## src/hw/rtl/overspeed_alarm_qualifier_defines.svh

```systemverilog
// Assertion macros shared by the overspeed alarm qualifier RTL.
`ifndef OVERSPEED_ALARM_QUALIFIER_DEFINES_SVH
`define OVERSPEED_ALARM_QUALIFIER_DEFINES_SVH

// Same-cycle implication, disabled while reset is asserted.
`define OAQ_ASSERT_NOW(label, clk, rst_n, ante, cons) \
  label: assert property (@(posedge clk) disable iff (!rst_n) (ante) |-> (cons)) \
    else $error("overspeed alarm qualifier check failed");

// Next-cycle implication, disabled while reset is asserted.
`define OAQ_ASSERT_NEXT(label, clk, rst_n, ante, cons) \
  label: assert property (@(posedge clk) disable iff (!rst_n) (ante) |=> (cons)) \
    else $error("overspeed alarm qualifier check failed");

`endif

```

## src/hw/rtl/oaq_pkg.sv

```systemverilog
// Package with the types and constants of the overspeed alarm qualifier.
`timescale 1ns / 1ps
`default_nettype none
package oaq_pkg;

  localparam int SPEED_W      = 8;
  localparam int HOLD_W       = 16;
  localparam int VCOUNT_W     = 8;
  localparam int SPACING_W    = 16;
  localparam int CFG_IDX_W    = 3;
  localparam int CFG_DATA_W   = 16;
  localparam int SECONDS_PER_MINUTE = 60;

  localparam logic [CFG_IDX_W-1:0] REG_ALARM_SPEED   = 3'd0;
  localparam logic [CFG_IDX_W-1:0] REG_ALARM_HOLD    = 3'd1;
  localparam logic [CFG_IDX_W-1:0] REG_ALARM_VCOUNT  = 3'd2;
  localparam logic [CFG_IDX_W-1:0] REG_ALARM_SPACING = 3'd3;
  localparam logic [CFG_IDX_W-1:0] REG_EARLY_SPEED   = 3'd4;
  localparam logic [CFG_IDX_W-1:0] REG_EARLY_HOLD    = 3'd5;
  localparam logic [CFG_IDX_W-1:0] REG_EARLY_VCOUNT  = 3'd6;
  localparam logic [CFG_IDX_W-1:0] REG_EARLY_SPACING = 3'd7;

  localparam logic [SPEED_W-1:0]   RST_ALARM_SPEED   = 8'd100;
  localparam logic [HOLD_W-1:0]    RST_ALARM_HOLD    = 16'd10;
  localparam logic [VCOUNT_W-1:0]  RST_ALARM_VCOUNT  = 8'd3;
  localparam logic [SPACING_W-1:0] RST_ALARM_SPACING = 16'd10;
  localparam logic [SPEED_W-1:0]   RST_EARLY_SPEED   = 8'd95;
  localparam logic [HOLD_W-1:0]    RST_EARLY_HOLD    = 16'd3;
  localparam logic [VCOUNT_W-1:0]  RST_EARLY_VCOUNT  = 8'd3;
  localparam logic [SPACING_W-1:0] RST_EARLY_SPACING = 16'd10;

  typedef struct packed {
    logic adv;
    logic clear;
  } persist_ctl_t;

  typedef struct packed {
    logic adv;
    logic active;
  } voice_ctl_t;

endpackage
`default_nettype wire

```

## src/hw/rtl/oaq_persist.sv

```systemverilog
// Saturating persistence counter that qualifies a speed excess over a hold time.
`timescale 1ns / 1ps
`default_nettype none
module oaq_persist (
  input  wire                         clk,
  input  wire                         rst_n,
  input  oaq_pkg::persist_ctl_t       ctl,
  input  wire                         above,
  input  wire  [oaq_pkg::HOLD_W-1:0]  hold,
  output logic                        hit
);
  import oaq_pkg::*;

  logic [HOLD_W-1:0] cnt_r;
  logic [HOLD_W-1:0] cnt_nxt;
  logic [HOLD_W-1:0] cnt_inc;

  always_comb begin
    cnt_inc = (cnt_r == {HOLD_W{1'b1}}) ? cnt_r : cnt_r + HOLD_W'(1);
    hit     = !ctl.clear && above && (cnt_inc >= hold);
    cnt_nxt = (ctl.clear || !above) ? '0 : cnt_inc;
  end

  always_ff @(posedge clk) begin
    if (!rst_n) begin
      cnt_r <= '0;
    end else if (ctl.adv) begin
      cnt_r <= cnt_nxt;
    end
  end

endmodule
`default_nettype wire

```

## src/hw/rtl/oaq_voice.sv

```systemverilog
// Announcement pacing for one warning level: group timer, count and spacing phase.
`timescale 1ns / 1ps
`default_nettype none
module oaq_voice #(
  parameter int GROUP_MINUTES = 5
) (
  input  wire                            clk,
  input  wire                            rst_n,
  input  oaq_pkg::voice_ctl_t            ctl,
  input  wire  [oaq_pkg::VCOUNT_W-1:0]   voice_count,
  input  wire  [oaq_pkg::SPACING_W-1:0]  voice_spacing,
  output logic                           pulse
);
  import oaq_pkg::*;

  localparam int GROUP_TICKS = GROUP_MINUTES * SECONDS_PER_MINUTE;
  localparam int TIMER_W     = $clog2(GROUP_TICKS + 1);

  logic [TIMER_W-1:0]   timer_r;
  logic [TIMER_W-1:0]   timer_nxt;
  logic [TIMER_W-1:0]   timer_inc;
  logic [VCOUNT_W-1:0]  ann_r;
  logic [VCOUNT_W-1:0]  ann_nxt;
  logic [SPACING_W-1:0] phase_r;
  logic [SPACING_W-1:0] phase_nxt;
  logic [SPACING_W:0]   phase_inc;

  always_comb begin
    timer_inc = timer_r + TIMER_W'(1);
    phase_inc = '0;
    pulse     = 1'b0;
    timer_nxt = '0;
    ann_nxt   = '0;
    phase_nxt = '0;
    if (ctl.active) begin
      if (timer_inc < TIMER_W'(GROUP_TICKS)) begin
        timer_nxt = timer_inc;
        ann_nxt   = ann_r;
        phase_nxt = phase_r;
      end
      if (ann_nxt < voice_count) begin
        if (phase_nxt == '0) begin
          ann_nxt = ann_nxt + VCOUNT_W'(1);
          pulse   = 1'b1;
        end
        phase_inc = {1'b0, phase_nxt} + (SPACING_W + 1)'(1);
        phase_nxt = (phase_inc >= {1'b0, voice_spacing}) ? '0 : phase_inc[SPACING_W-1:0];
      end
    end
  end

  always_ff @(posedge clk) begin
    if (!rst_n) begin
      timer_r <= '0;
      ann_r   <= '0;
      phase_r <= '0;
    end else if (ctl.adv) begin
      timer_r <= timer_nxt;
      ann_r   <= ann_nxt;
      phase_r <= phase_nxt;
    end
  end

endmodule
`default_nettype wire

```

## src/hw/rtl/overspeed_alarm_qualifier.sv

```systemverilog
// Top level of the overspeed alarm qualifier: registers, handshakes and level logic.
//
//   Channel  Direction  Handshake            Payload
//   in_      sink       in_valid / in_stall  in_speed, in_speed_ready
//   out_     source     out_valid/out_stall  out_alarm_active, out_early_active,
//                                            out_announce_alarm, out_announce_early
//   cfg_     sink       cfg_valid/cfg_ready  cfg_index, cfg_data
//
// A beat is held in the input register and then moves to the result register, where its
// result is offered; a beat can be taken every cycle while the result side does not stall.
// Each beat after the start advances the persistence and announcement state once.
// Reset is synchronous, clears the valid and start flags and the counters, and loads the register defaults.
// A stalled result holds the result register, which in turn stalls the input side.
`timescale 1ns / 1ps
`default_nettype none
`include "overspeed_alarm_qualifier_defines.svh"
module overspeed_alarm_qualifier #(
  parameter int ALARM_GROUP_MINUTES = 5,
  parameter int EARLY_GROUP_MINUTES = 5
) (
  input  wire                             clk,
  input  wire                             rst_n,
  input  wire                             in_valid,
  output logic                            in_stall,
  input  wire  [oaq_pkg::SPEED_W-1:0]     in_speed,
  input  wire                             in_speed_ready,
  output logic                            out_valid,
  input  wire                             out_stall,
  output logic                            out_alarm_active,
  output logic                            out_early_active,
  output logic                            out_announce_alarm,
  output logic                            out_announce_early,
  input  wire                             cfg_valid,
  output logic                            cfg_ready,
  input  wire  [oaq_pkg::CFG_IDX_W-1:0]   cfg_index,
  input  wire  [oaq_pkg::CFG_DATA_W-1:0]  cfg_data
);
  import oaq_pkg::*;

  logic [SPEED_W-1:0]   alarm_speed_r;
  logic [HOLD_W-1:0]    alarm_hold_r;
  logic [VCOUNT_W-1:0]  alarm_vcount_r;
  logic [SPACING_W-1:0] alarm_spacing_r;
  logic [SPEED_W-1:0]   early_speed_r;
  logic [HOLD_W-1:0]    early_hold_r;
  logic [VCOUNT_W-1:0]  early_vcount_r;
  logic [SPACING_W-1:0] early_spacing_r;

  logic                 s1_valid_r;
  logic [SPEED_W-1:0]   s1_speed_r;
  logic                 s1_ready_r;
  logic                 started_r;
  logic                 started_nxt;
  logic                 out_valid_r;
  logic                 out_alarm_r;
  logic                 out_early_r;
  logic                 out_ann_alarm_r;
  logic                 out_ann_early_r;

  logic                 out_free;
  logic                 s1_adv;
  logic                 in_take;
  logic                 tick;
  logic                 alarm_hit;
  logic                 early_hit;
  logic                 alarm_pulse;
  logic                 early_pulse;
  persist_ctl_t         alarm_pctl;
  persist_ctl_t         early_pctl;
  voice_ctl_t           alarm_vctl;
  voice_ctl_t           early_vctl;

  assign cfg_ready = 1'b1;

  always_ff @(posedge clk) begin
    if (!rst_n) begin
      alarm_speed_r   <= RST_ALARM_SPEED;
      alarm_hold_r    <= RST_ALARM_HOLD;
      alarm_vcount_r  <= RST_ALARM_VCOUNT;
      alarm_spacing_r <= RST_ALARM_SPACING;
      early_speed_r   <= RST_EARLY_SPEED;
      early_hold_r    <= RST_EARLY_HOLD;
      early_vcount_r  <= RST_EARLY_VCOUNT;
      early_spacing_r <= RST_EARLY_SPACING;
    end else if (cfg_valid && cfg_ready) begin
      unique case (cfg_index)
        REG_ALARM_SPEED:   alarm_speed_r   <= cfg_data[SPEED_W-1:0];
        REG_ALARM_HOLD:    alarm_hold_r    <= cfg_data[HOLD_W-1:0];
        REG_ALARM_VCOUNT:  alarm_vcount_r  <= cfg_data[VCOUNT_W-1:0];
        REG_ALARM_SPACING: alarm_spacing_r <= cfg_data[SPACING_W-1:0];
        REG_EARLY_SPEED:   early_speed_r   <= cfg_data[SPEED_W-1:0];
        REG_EARLY_HOLD:    early_hold_r    <= cfg_data[HOLD_W-1:0];
        REG_EARLY_VCOUNT:  early_vcount_r  <= cfg_data[VCOUNT_W-1:0];
        REG_EARLY_SPACING: early_spacing_r <= cfg_data[SPACING_W-1:0];
        default: ;
      endcase
    end
  end

  assign out_free    = !out_valid_r || !out_stall;
  assign s1_adv      = s1_valid_r && out_free;
  assign in_stall    = s1_valid_r && !out_free;
  assign in_take     = in_valid && !in_stall;
  assign tick        = s1_adv && started_r;
  assign started_nxt = started_r || (s1_adv && s1_ready_r);

  assign alarm_pctl = '{adv: tick, clear: 1'b0};
  assign early_pctl = '{adv: tick, clear: alarm_hit};
  assign alarm_vctl = '{adv: tick, active: alarm_hit};
  assign early_vctl = '{adv: tick, active: early_hit};

  oaq_persist u_alarm_persist (
    .clk   (clk),
    .rst_n (rst_n),
    .ctl   (alarm_pctl),
    .above (s1_speed_r > alarm_speed_r),
    .hold  (alarm_hold_r),
    .hit   (alarm_hit)
  );

  oaq_persist u_early_persist (
    .clk   (clk),
    .rst_n (rst_n),
    .ctl   (early_pctl),
    .above (s1_speed_r > early_speed_r),
    .hold  (early_hold_r),
    .hit   (early_hit)
  );

  oaq_voice #(
    .GROUP_MINUTES (ALARM_GROUP_MINUTES)
  ) u_alarm_voice (
    .clk           (clk),
    .rst_n         (rst_n),
    .ctl           (alarm_vctl),
    .voice_count   (alarm_vcount_r),
    .voice_spacing (alarm_spacing_r),
    .pulse         (alarm_pulse)
  );

  oaq_voice #(
    .GROUP_MINUTES (EARLY_GROUP_MINUTES)
  ) u_early_voice (
    .clk           (clk),
    .rst_n         (rst_n),
    .ctl           (early_vctl),
    .voice_count   (early_vcount_r),
    .voice_spacing (early_spacing_r),
    .pulse         (early_pulse)
  );

  always_ff @(posedge clk) begin
    if (!rst_n) begin
      s1_valid_r  <= 1'b0;
      started_r   <= 1'b0;
      out_valid_r <= 1'b0;
    end else begin
      if (in_take) begin
        s1_valid_r <= 1'b1;
      end else if (s1_adv) begin
        s1_valid_r <= 1'b0;
      end
      started_r <= started_nxt;
      if (s1_adv) begin
        out_valid_r <= 1'b1;
      end else if (!out_stall) begin
        out_valid_r <= 1'b0;
      end
    end
  end

  always_ff @(posedge clk) begin
    if (in_take) begin
      s1_speed_r <= in_speed;
      s1_ready_r <= in_speed_ready;
    end
    if (s1_adv) begin
      out_alarm_r     <= started_r && alarm_hit;
      out_early_r     <= started_r && early_hit;
      out_ann_alarm_r <= started_r && alarm_pulse;
      out_ann_early_r <= started_r && early_pulse;
    end
  end

  assign out_valid          = out_valid_r;
  assign out_alarm_active   = out_alarm_r;
  assign out_early_active   = out_early_r;
  assign out_announce_alarm = out_ann_alarm_r;
  assign out_announce_early = out_ann_early_r;

  `OAQ_ASSERT_NOW(a_levels_exclusive, clk, rst_n, out_valid_r, !(out_alarm_r && out_early_r))
  `OAQ_ASSERT_NOW(a_alarm_pulse_level, clk, rst_n, out_valid_r && out_ann_alarm_r, out_alarm_r)
  `OAQ_ASSERT_NOW(a_early_pulse_level, clk, rst_n, out_valid_r && out_ann_early_r, out_early_r)
  `OAQ_ASSERT_NEXT(a_idle_quiet, clk, rst_n, s1_adv && !started_r,
                   !out_alarm_r && !out_early_r && !out_ann_alarm_r && !out_ann_early_r)

endmodule
`default_nettype wire

```

## config.mk

```make
export PLATFORM = sky130hd
export DESIGN_NAME = overspeed_alarm_qualifier
export DESIGN_NICKNAME = d
export VERILOG_FILES = /design/src/hw/rtl/oaq_pkg.sv /design/src/hw/rtl/oaq_persist.sv /design/src/hw/rtl/oaq_voice.sv /design/src/hw/rtl/overspeed_alarm_qualifier.sv
export VERILOG_INCLUDE_DIRS = /design/src /design/src/hw/rtl
export SDC_FILE = /design/constraint.sdc
export NUM_CORES = 1
export LEC_CHECK = 0
export BUFFER_PORTS_ARGS = -buffer_cell sky130_fd_sc_hd__clkbuf_2
export CAP_MARGIN = 20
export CORE_ASPECT_RATIO = 1.5
export CORE_MARGIN = 3
export CORE_UTILIZATION = 50
export DETAILED_ROUTE_END_ITERATION = 10
export GPL_TIMING_DRIVEN = 0
export PLACE_DENSITY = 0.69
export SETUP_SLACK_MARGIN = 0.02
export SLEW_MARGIN = 20
export SYNTH_ARGS = -nofsm -noshare
export SYNTH_HDL_FRONTEND = slang
export SYNTH_SLANG_ARGS = --single-unit
```

## constraint.sdc

```tcl
create_clock -name clk -period 5.45 [get_ports clk]
set_clock_uncertainty 0.05 [all_clocks]
set_input_delay 0.545 -clock clk [delete_from_list [all_inputs] [get_ports clk]]
set_output_delay 0.545 -clock clk [all_outputs]
set_load 0.03 [all_outputs]
```

==> impl_metrics.env <==
export IMPL_status="completed"
export IMPL_setup_tns_ns=0
export IMPL_vias=12820
export IMPL_drc=0
export IMPL_design_die_area_um2=27990
export IMPL_synth_cells=1654
export IMPL_wl_um=41890
export IMPL_critPathTopFamily="simple AND/OR/NAND/NOR gates"
export IMPL_gp_congestion=0.9421
export IMPL_antenna_found_initial=0
export IMPL_cts_hold_buf=0
export IMPL_end_kind="register"
export IMPL_start_util_pct=51.32
export IMPL_fin_crit_ns=5.218
export IMPL_avgSynthCellArea_um2=7.855
export IMPL_r2r_end="u_alarm_voice.phase_r[10]$_SDFFE_PN0P_"
export IMPL_rsz0062_at_grt="true"
export IMPL_yosys_warnings=0
export IMPL_path_cells="ha_1 -> buf_4 -> or3_1 -> and3_4 -> o32ai_4 -> or2_4 -> buf_8 -> and2_4 -> ha_4 -> nand2_1 -> nor3_4 -> nand2_2 -> xor2_1 -> nor2_1 -> ha_1 -> and3_2 -> a221o_1 -> or4_4 -> a2111oi_4 -> buf_4 -> nand2_1 -> a21oi_1"
export IMPL_r2r_cells=22
export IMPL_netlist_top_cells_count="nand2_1 (294), dfxtp_1 (197), a21oi_1 (148)"
export IMPL_synth_most_common_cell="nand2_1"
export IMPL_synthFlopType="dfxtp_1"
export IMPL_grtUsageTotal_pct=29.52
export IMPL_io_pins=40
export IMPL_synth_top_area_cell="dfxtp_1"
export IMPL_port_buffers=27
export IMPL_reg2reg_setup_slack_ns=0.23
export IMPL_final_hold_violation_count=0
export IMPL_fin_crit_sh_pct=95.75
export IMPL_max_freq_mhz=191.6
export IMPL_netlist_top_cells_area="dfxtp_1 (30%), ha_1 (10%), nand2_1 (8.5%), a21oi_1 (5.7%), inv_1 (3.5%)"
export IMPL_cpMaxStageDelayCell="or4_4"
export IMPL_hpwl_um=30500
export IMPL_leakage_nw=5.543
export IMPL_wl_met1_um=15820
export IMPL_cts_clk_slew_worst_paths_ns=0.06
export IMPL_met2_length_um=20780
export IMPL_num_rows=71
export IMPL_syn_area_um2=12990
export IMPL_place_area_um2=13550
export IMPL_hold_path_class="primary input to register"
export IMPL_ys_ff_latch=210
export IMPL_diodes=0
export IMPL_syn_num_nets=1791
export IMPL_fin_area_um2=14540
export IMPL_fp_dieH_um=203.4
export IMPL_nFillCells=2374
export IMPL_drv_slew=0
export IMPL_route_met3_wl_um=2477
export IMPL_clock_latency_ns=0.54
export IMPL_viasPerCell=6.213
export IMPL_cp_depth=22
export IMPL_ys_types=93
export IMPL_cts_tree="built"
export IMPL_critPathCapture="u_alarm_voice.phase_r[10]$_SDFFE_PN0P_"
export IMPL_grt_pass1_wl_um=64790
export IMPL_drive_above_1_share_pct=9.562
export IMPL_nets=1860
export IMPL_async_reset_ff_share_pct=0
export IMPL_synth_edf_count=13
export IMPL_worst_pin_slew_ns=1.104
export IMPL_max_stage_delay_ns=0.46
export IMPL_setup_viol=0
export IMPL_synth_top_cell_area_share_pct=30.35
export IMPL_cts_buffer_depth=3
export IMPL_cts_htree_levels=1
export IMPL_clock_sinks=210
export IMPL_area_growth_pct=11.90
export IMPL_wl_per_cell_um=20.30
export IMPL_die_w_um=137.6
export IMPL_arrival_ns=5.63
export IMPL_coreArea_um2=25320
export IMPL_drt_initial_drc_count=847
export IMPL_reg2reg_from="u_alarm_voice.timer_r[0]$_SDFFE_PN0P_"
export IMPL_yosysSeqAreaShare_pct=33.36
export IMPL_max_slew_margin_pct=25.76
export IMPL_crit_start="u_alarm_voice.timer_r[0]$_SDFFE_PN0P_"
export IMPL_cp_required_ns=5.86
export IMPL_dr_max_layer_used="met4"
export IMPL_grt_pass1_vias=12150
export IMPL_worstSetupPathType="register to register"
export IMPL_firstDrtPassIters=6
export IMPL_postRouteAntennaNets=0
export IMPL_worstPathMaxFanout=8
export IMPL_vdd_drop_max_mv=0.2483
export IMPL_grt_start_max_net_pins=13
export IMPL_powerDensity_nw_per_um2=229.8
export IMPL_cts_buffers=23
export IMPL_grt_overflow=0
export IMPL_cap_violations=0
export IMPL_clk_root_buffer_cell="clkbuf_16"
export IMPL_critical_path_buf_inv_count=3
export IMPL_critPathLaunchType="register"
-- placed cells by master, fill, tap and decap left out, types with 13 or more instances in the layout --
cell type	synthesis	routed
nand2b_1	15	15
nor2_1	92	90
a21oi_1	148	145
o211ai_1	29	29
and3_1	21	19
a22oi_1	13	13
clkbuf_1	54	55
xnor2_1	27	27
clkbuf_16	0	23
clkbuf_2	8	35
and2_1	18	17
dfxtp_1	197	194
o21ai_0	48	48
nor3_1	30	28
nand2_1	294	292
buf_4	3	25
nor4_1	28	28
ha_1	104	101
a31oi_1	16	16
nand4_1	39	39
xor2_1	21	21
edfxtp_1	13	13
o21a_1	16	16
nand3_1	65	65
inv_1	121	120
-- worst min path at each step --
stage	from	to	slack, ns	depth (start not counted)
2_1_floorplan	u_early_voice.ann_r[7]$_SDFFE_PN0P_	u_early_voice.ann_r[7]$_SDFFE_PN0P_	0.38	1
3_3_place_gp	early_speed_r[7]$_SDFFE_PN0P_	early_speed_r[7]$_SDFFE_PN0P_	0.39	2
3_5_place_dp	alarm_hold_r[12]$_SDFFE_PN0P_	alarm_hold_r[12]$_SDFFE_PN0P_	0.40	2
4_1_cts	in_speed[6]	s1_speed_r[6]$_DFFE_PP_	0.12	1
5_1_grt	in_speed[4]	s1_speed_r[4]$_DFFE_PP_	0.13	1
6_report	in_speed[5]	s1_speed_r[5]$_DFFE_PP_	0.14	1
-- metrics by stage --
stage	setup WS [ns]	power, mW	std cells	hold slack, ns	util [%]
floorplan	0.05322	1.754	1654	0.3811	-
global placement	-1.382	1.845	2009	0.3924	53.47
detailed placement	-1.415	1.849	2009	0.3974	53.51
CTS	0.02098	3.341	2057	0.1191	56.90
global route	-0.03575	3.428	2064	0.1261	57.43
finish	0.2316	3.342	2064	0.1381	57.43
-- per-layer routing --
metal  vias up  track usage (%)
li1       6054                -
met5         -                0
met1      6125            33.75
met3       153            4.220
met4         0            17.87
met2       491            51.15
-- registers in the layout, indices dropped and copies added, names as in the netlist, 16 cells and up --
register               count
early_spacing_r           16
u_early_persist.cnt_r     16
u_alarm_persist.cnt_r     16
u_early_voice.phase_r     16
alarm_spacing_r           16
alarm_hold_r              16
u_alarm_voice.phase_r     16
early_hold_r              16
-- report_power, final --
part | total, mW | leakage, nW | internal [mW] | switching [mW]
combinational | 0.235 | 3.48 | 0.0629 | 0.172
clock | 1.52 | 0.343 | 0.855 | 0.664
sequential | 1.59 | 1.72 | 1.57 | 0.0131
total | 3.34 | 5.54 | 2.49 | 0.849
-- what timing repair did --
action / CTS / global route
pin swaps: 7 / 10
setup endpoints to repair: 34 / 48
buffers inserted: 13 / 8
gates resized for setup: 20 / 29
hold endpoints to repair: 0 / 0
-- area by class of cell --
type	instances	area (µm²)	area share (%)
Multi-Input combinational cell	1239	7963	54.77
Tap cell	328	410.4	2.823
Clock buffer	36	684.4	4.707
Inverter	121	454.2	3.124
Timing Repair Buffer	48	292.8	2.014
Sequential cell	210	4338	29.84
Buffer	80	382.9	2.633
Clock inverter	2	13.76	0.09466
-- kinds of logic (layout without fill, tap and decap cells) --
family | Yosys count | count (layout) | synth area share [%]
mux | 13 | 13 | 1.059
fa+ha+maj | 104 | 104 | 10.02
xor+xnor | 48 | 48 | 3.236
other cells | 1 | 1 | 0.02886
flops | 210 | 210 | 33.36
compound gates | 398 | 398 | 20.86
simple gates | 675 | 675 | 25.10
buf+inv | 205 | 287 | 6.346
No activity file was read; power rests on OpenSTA's default activity.
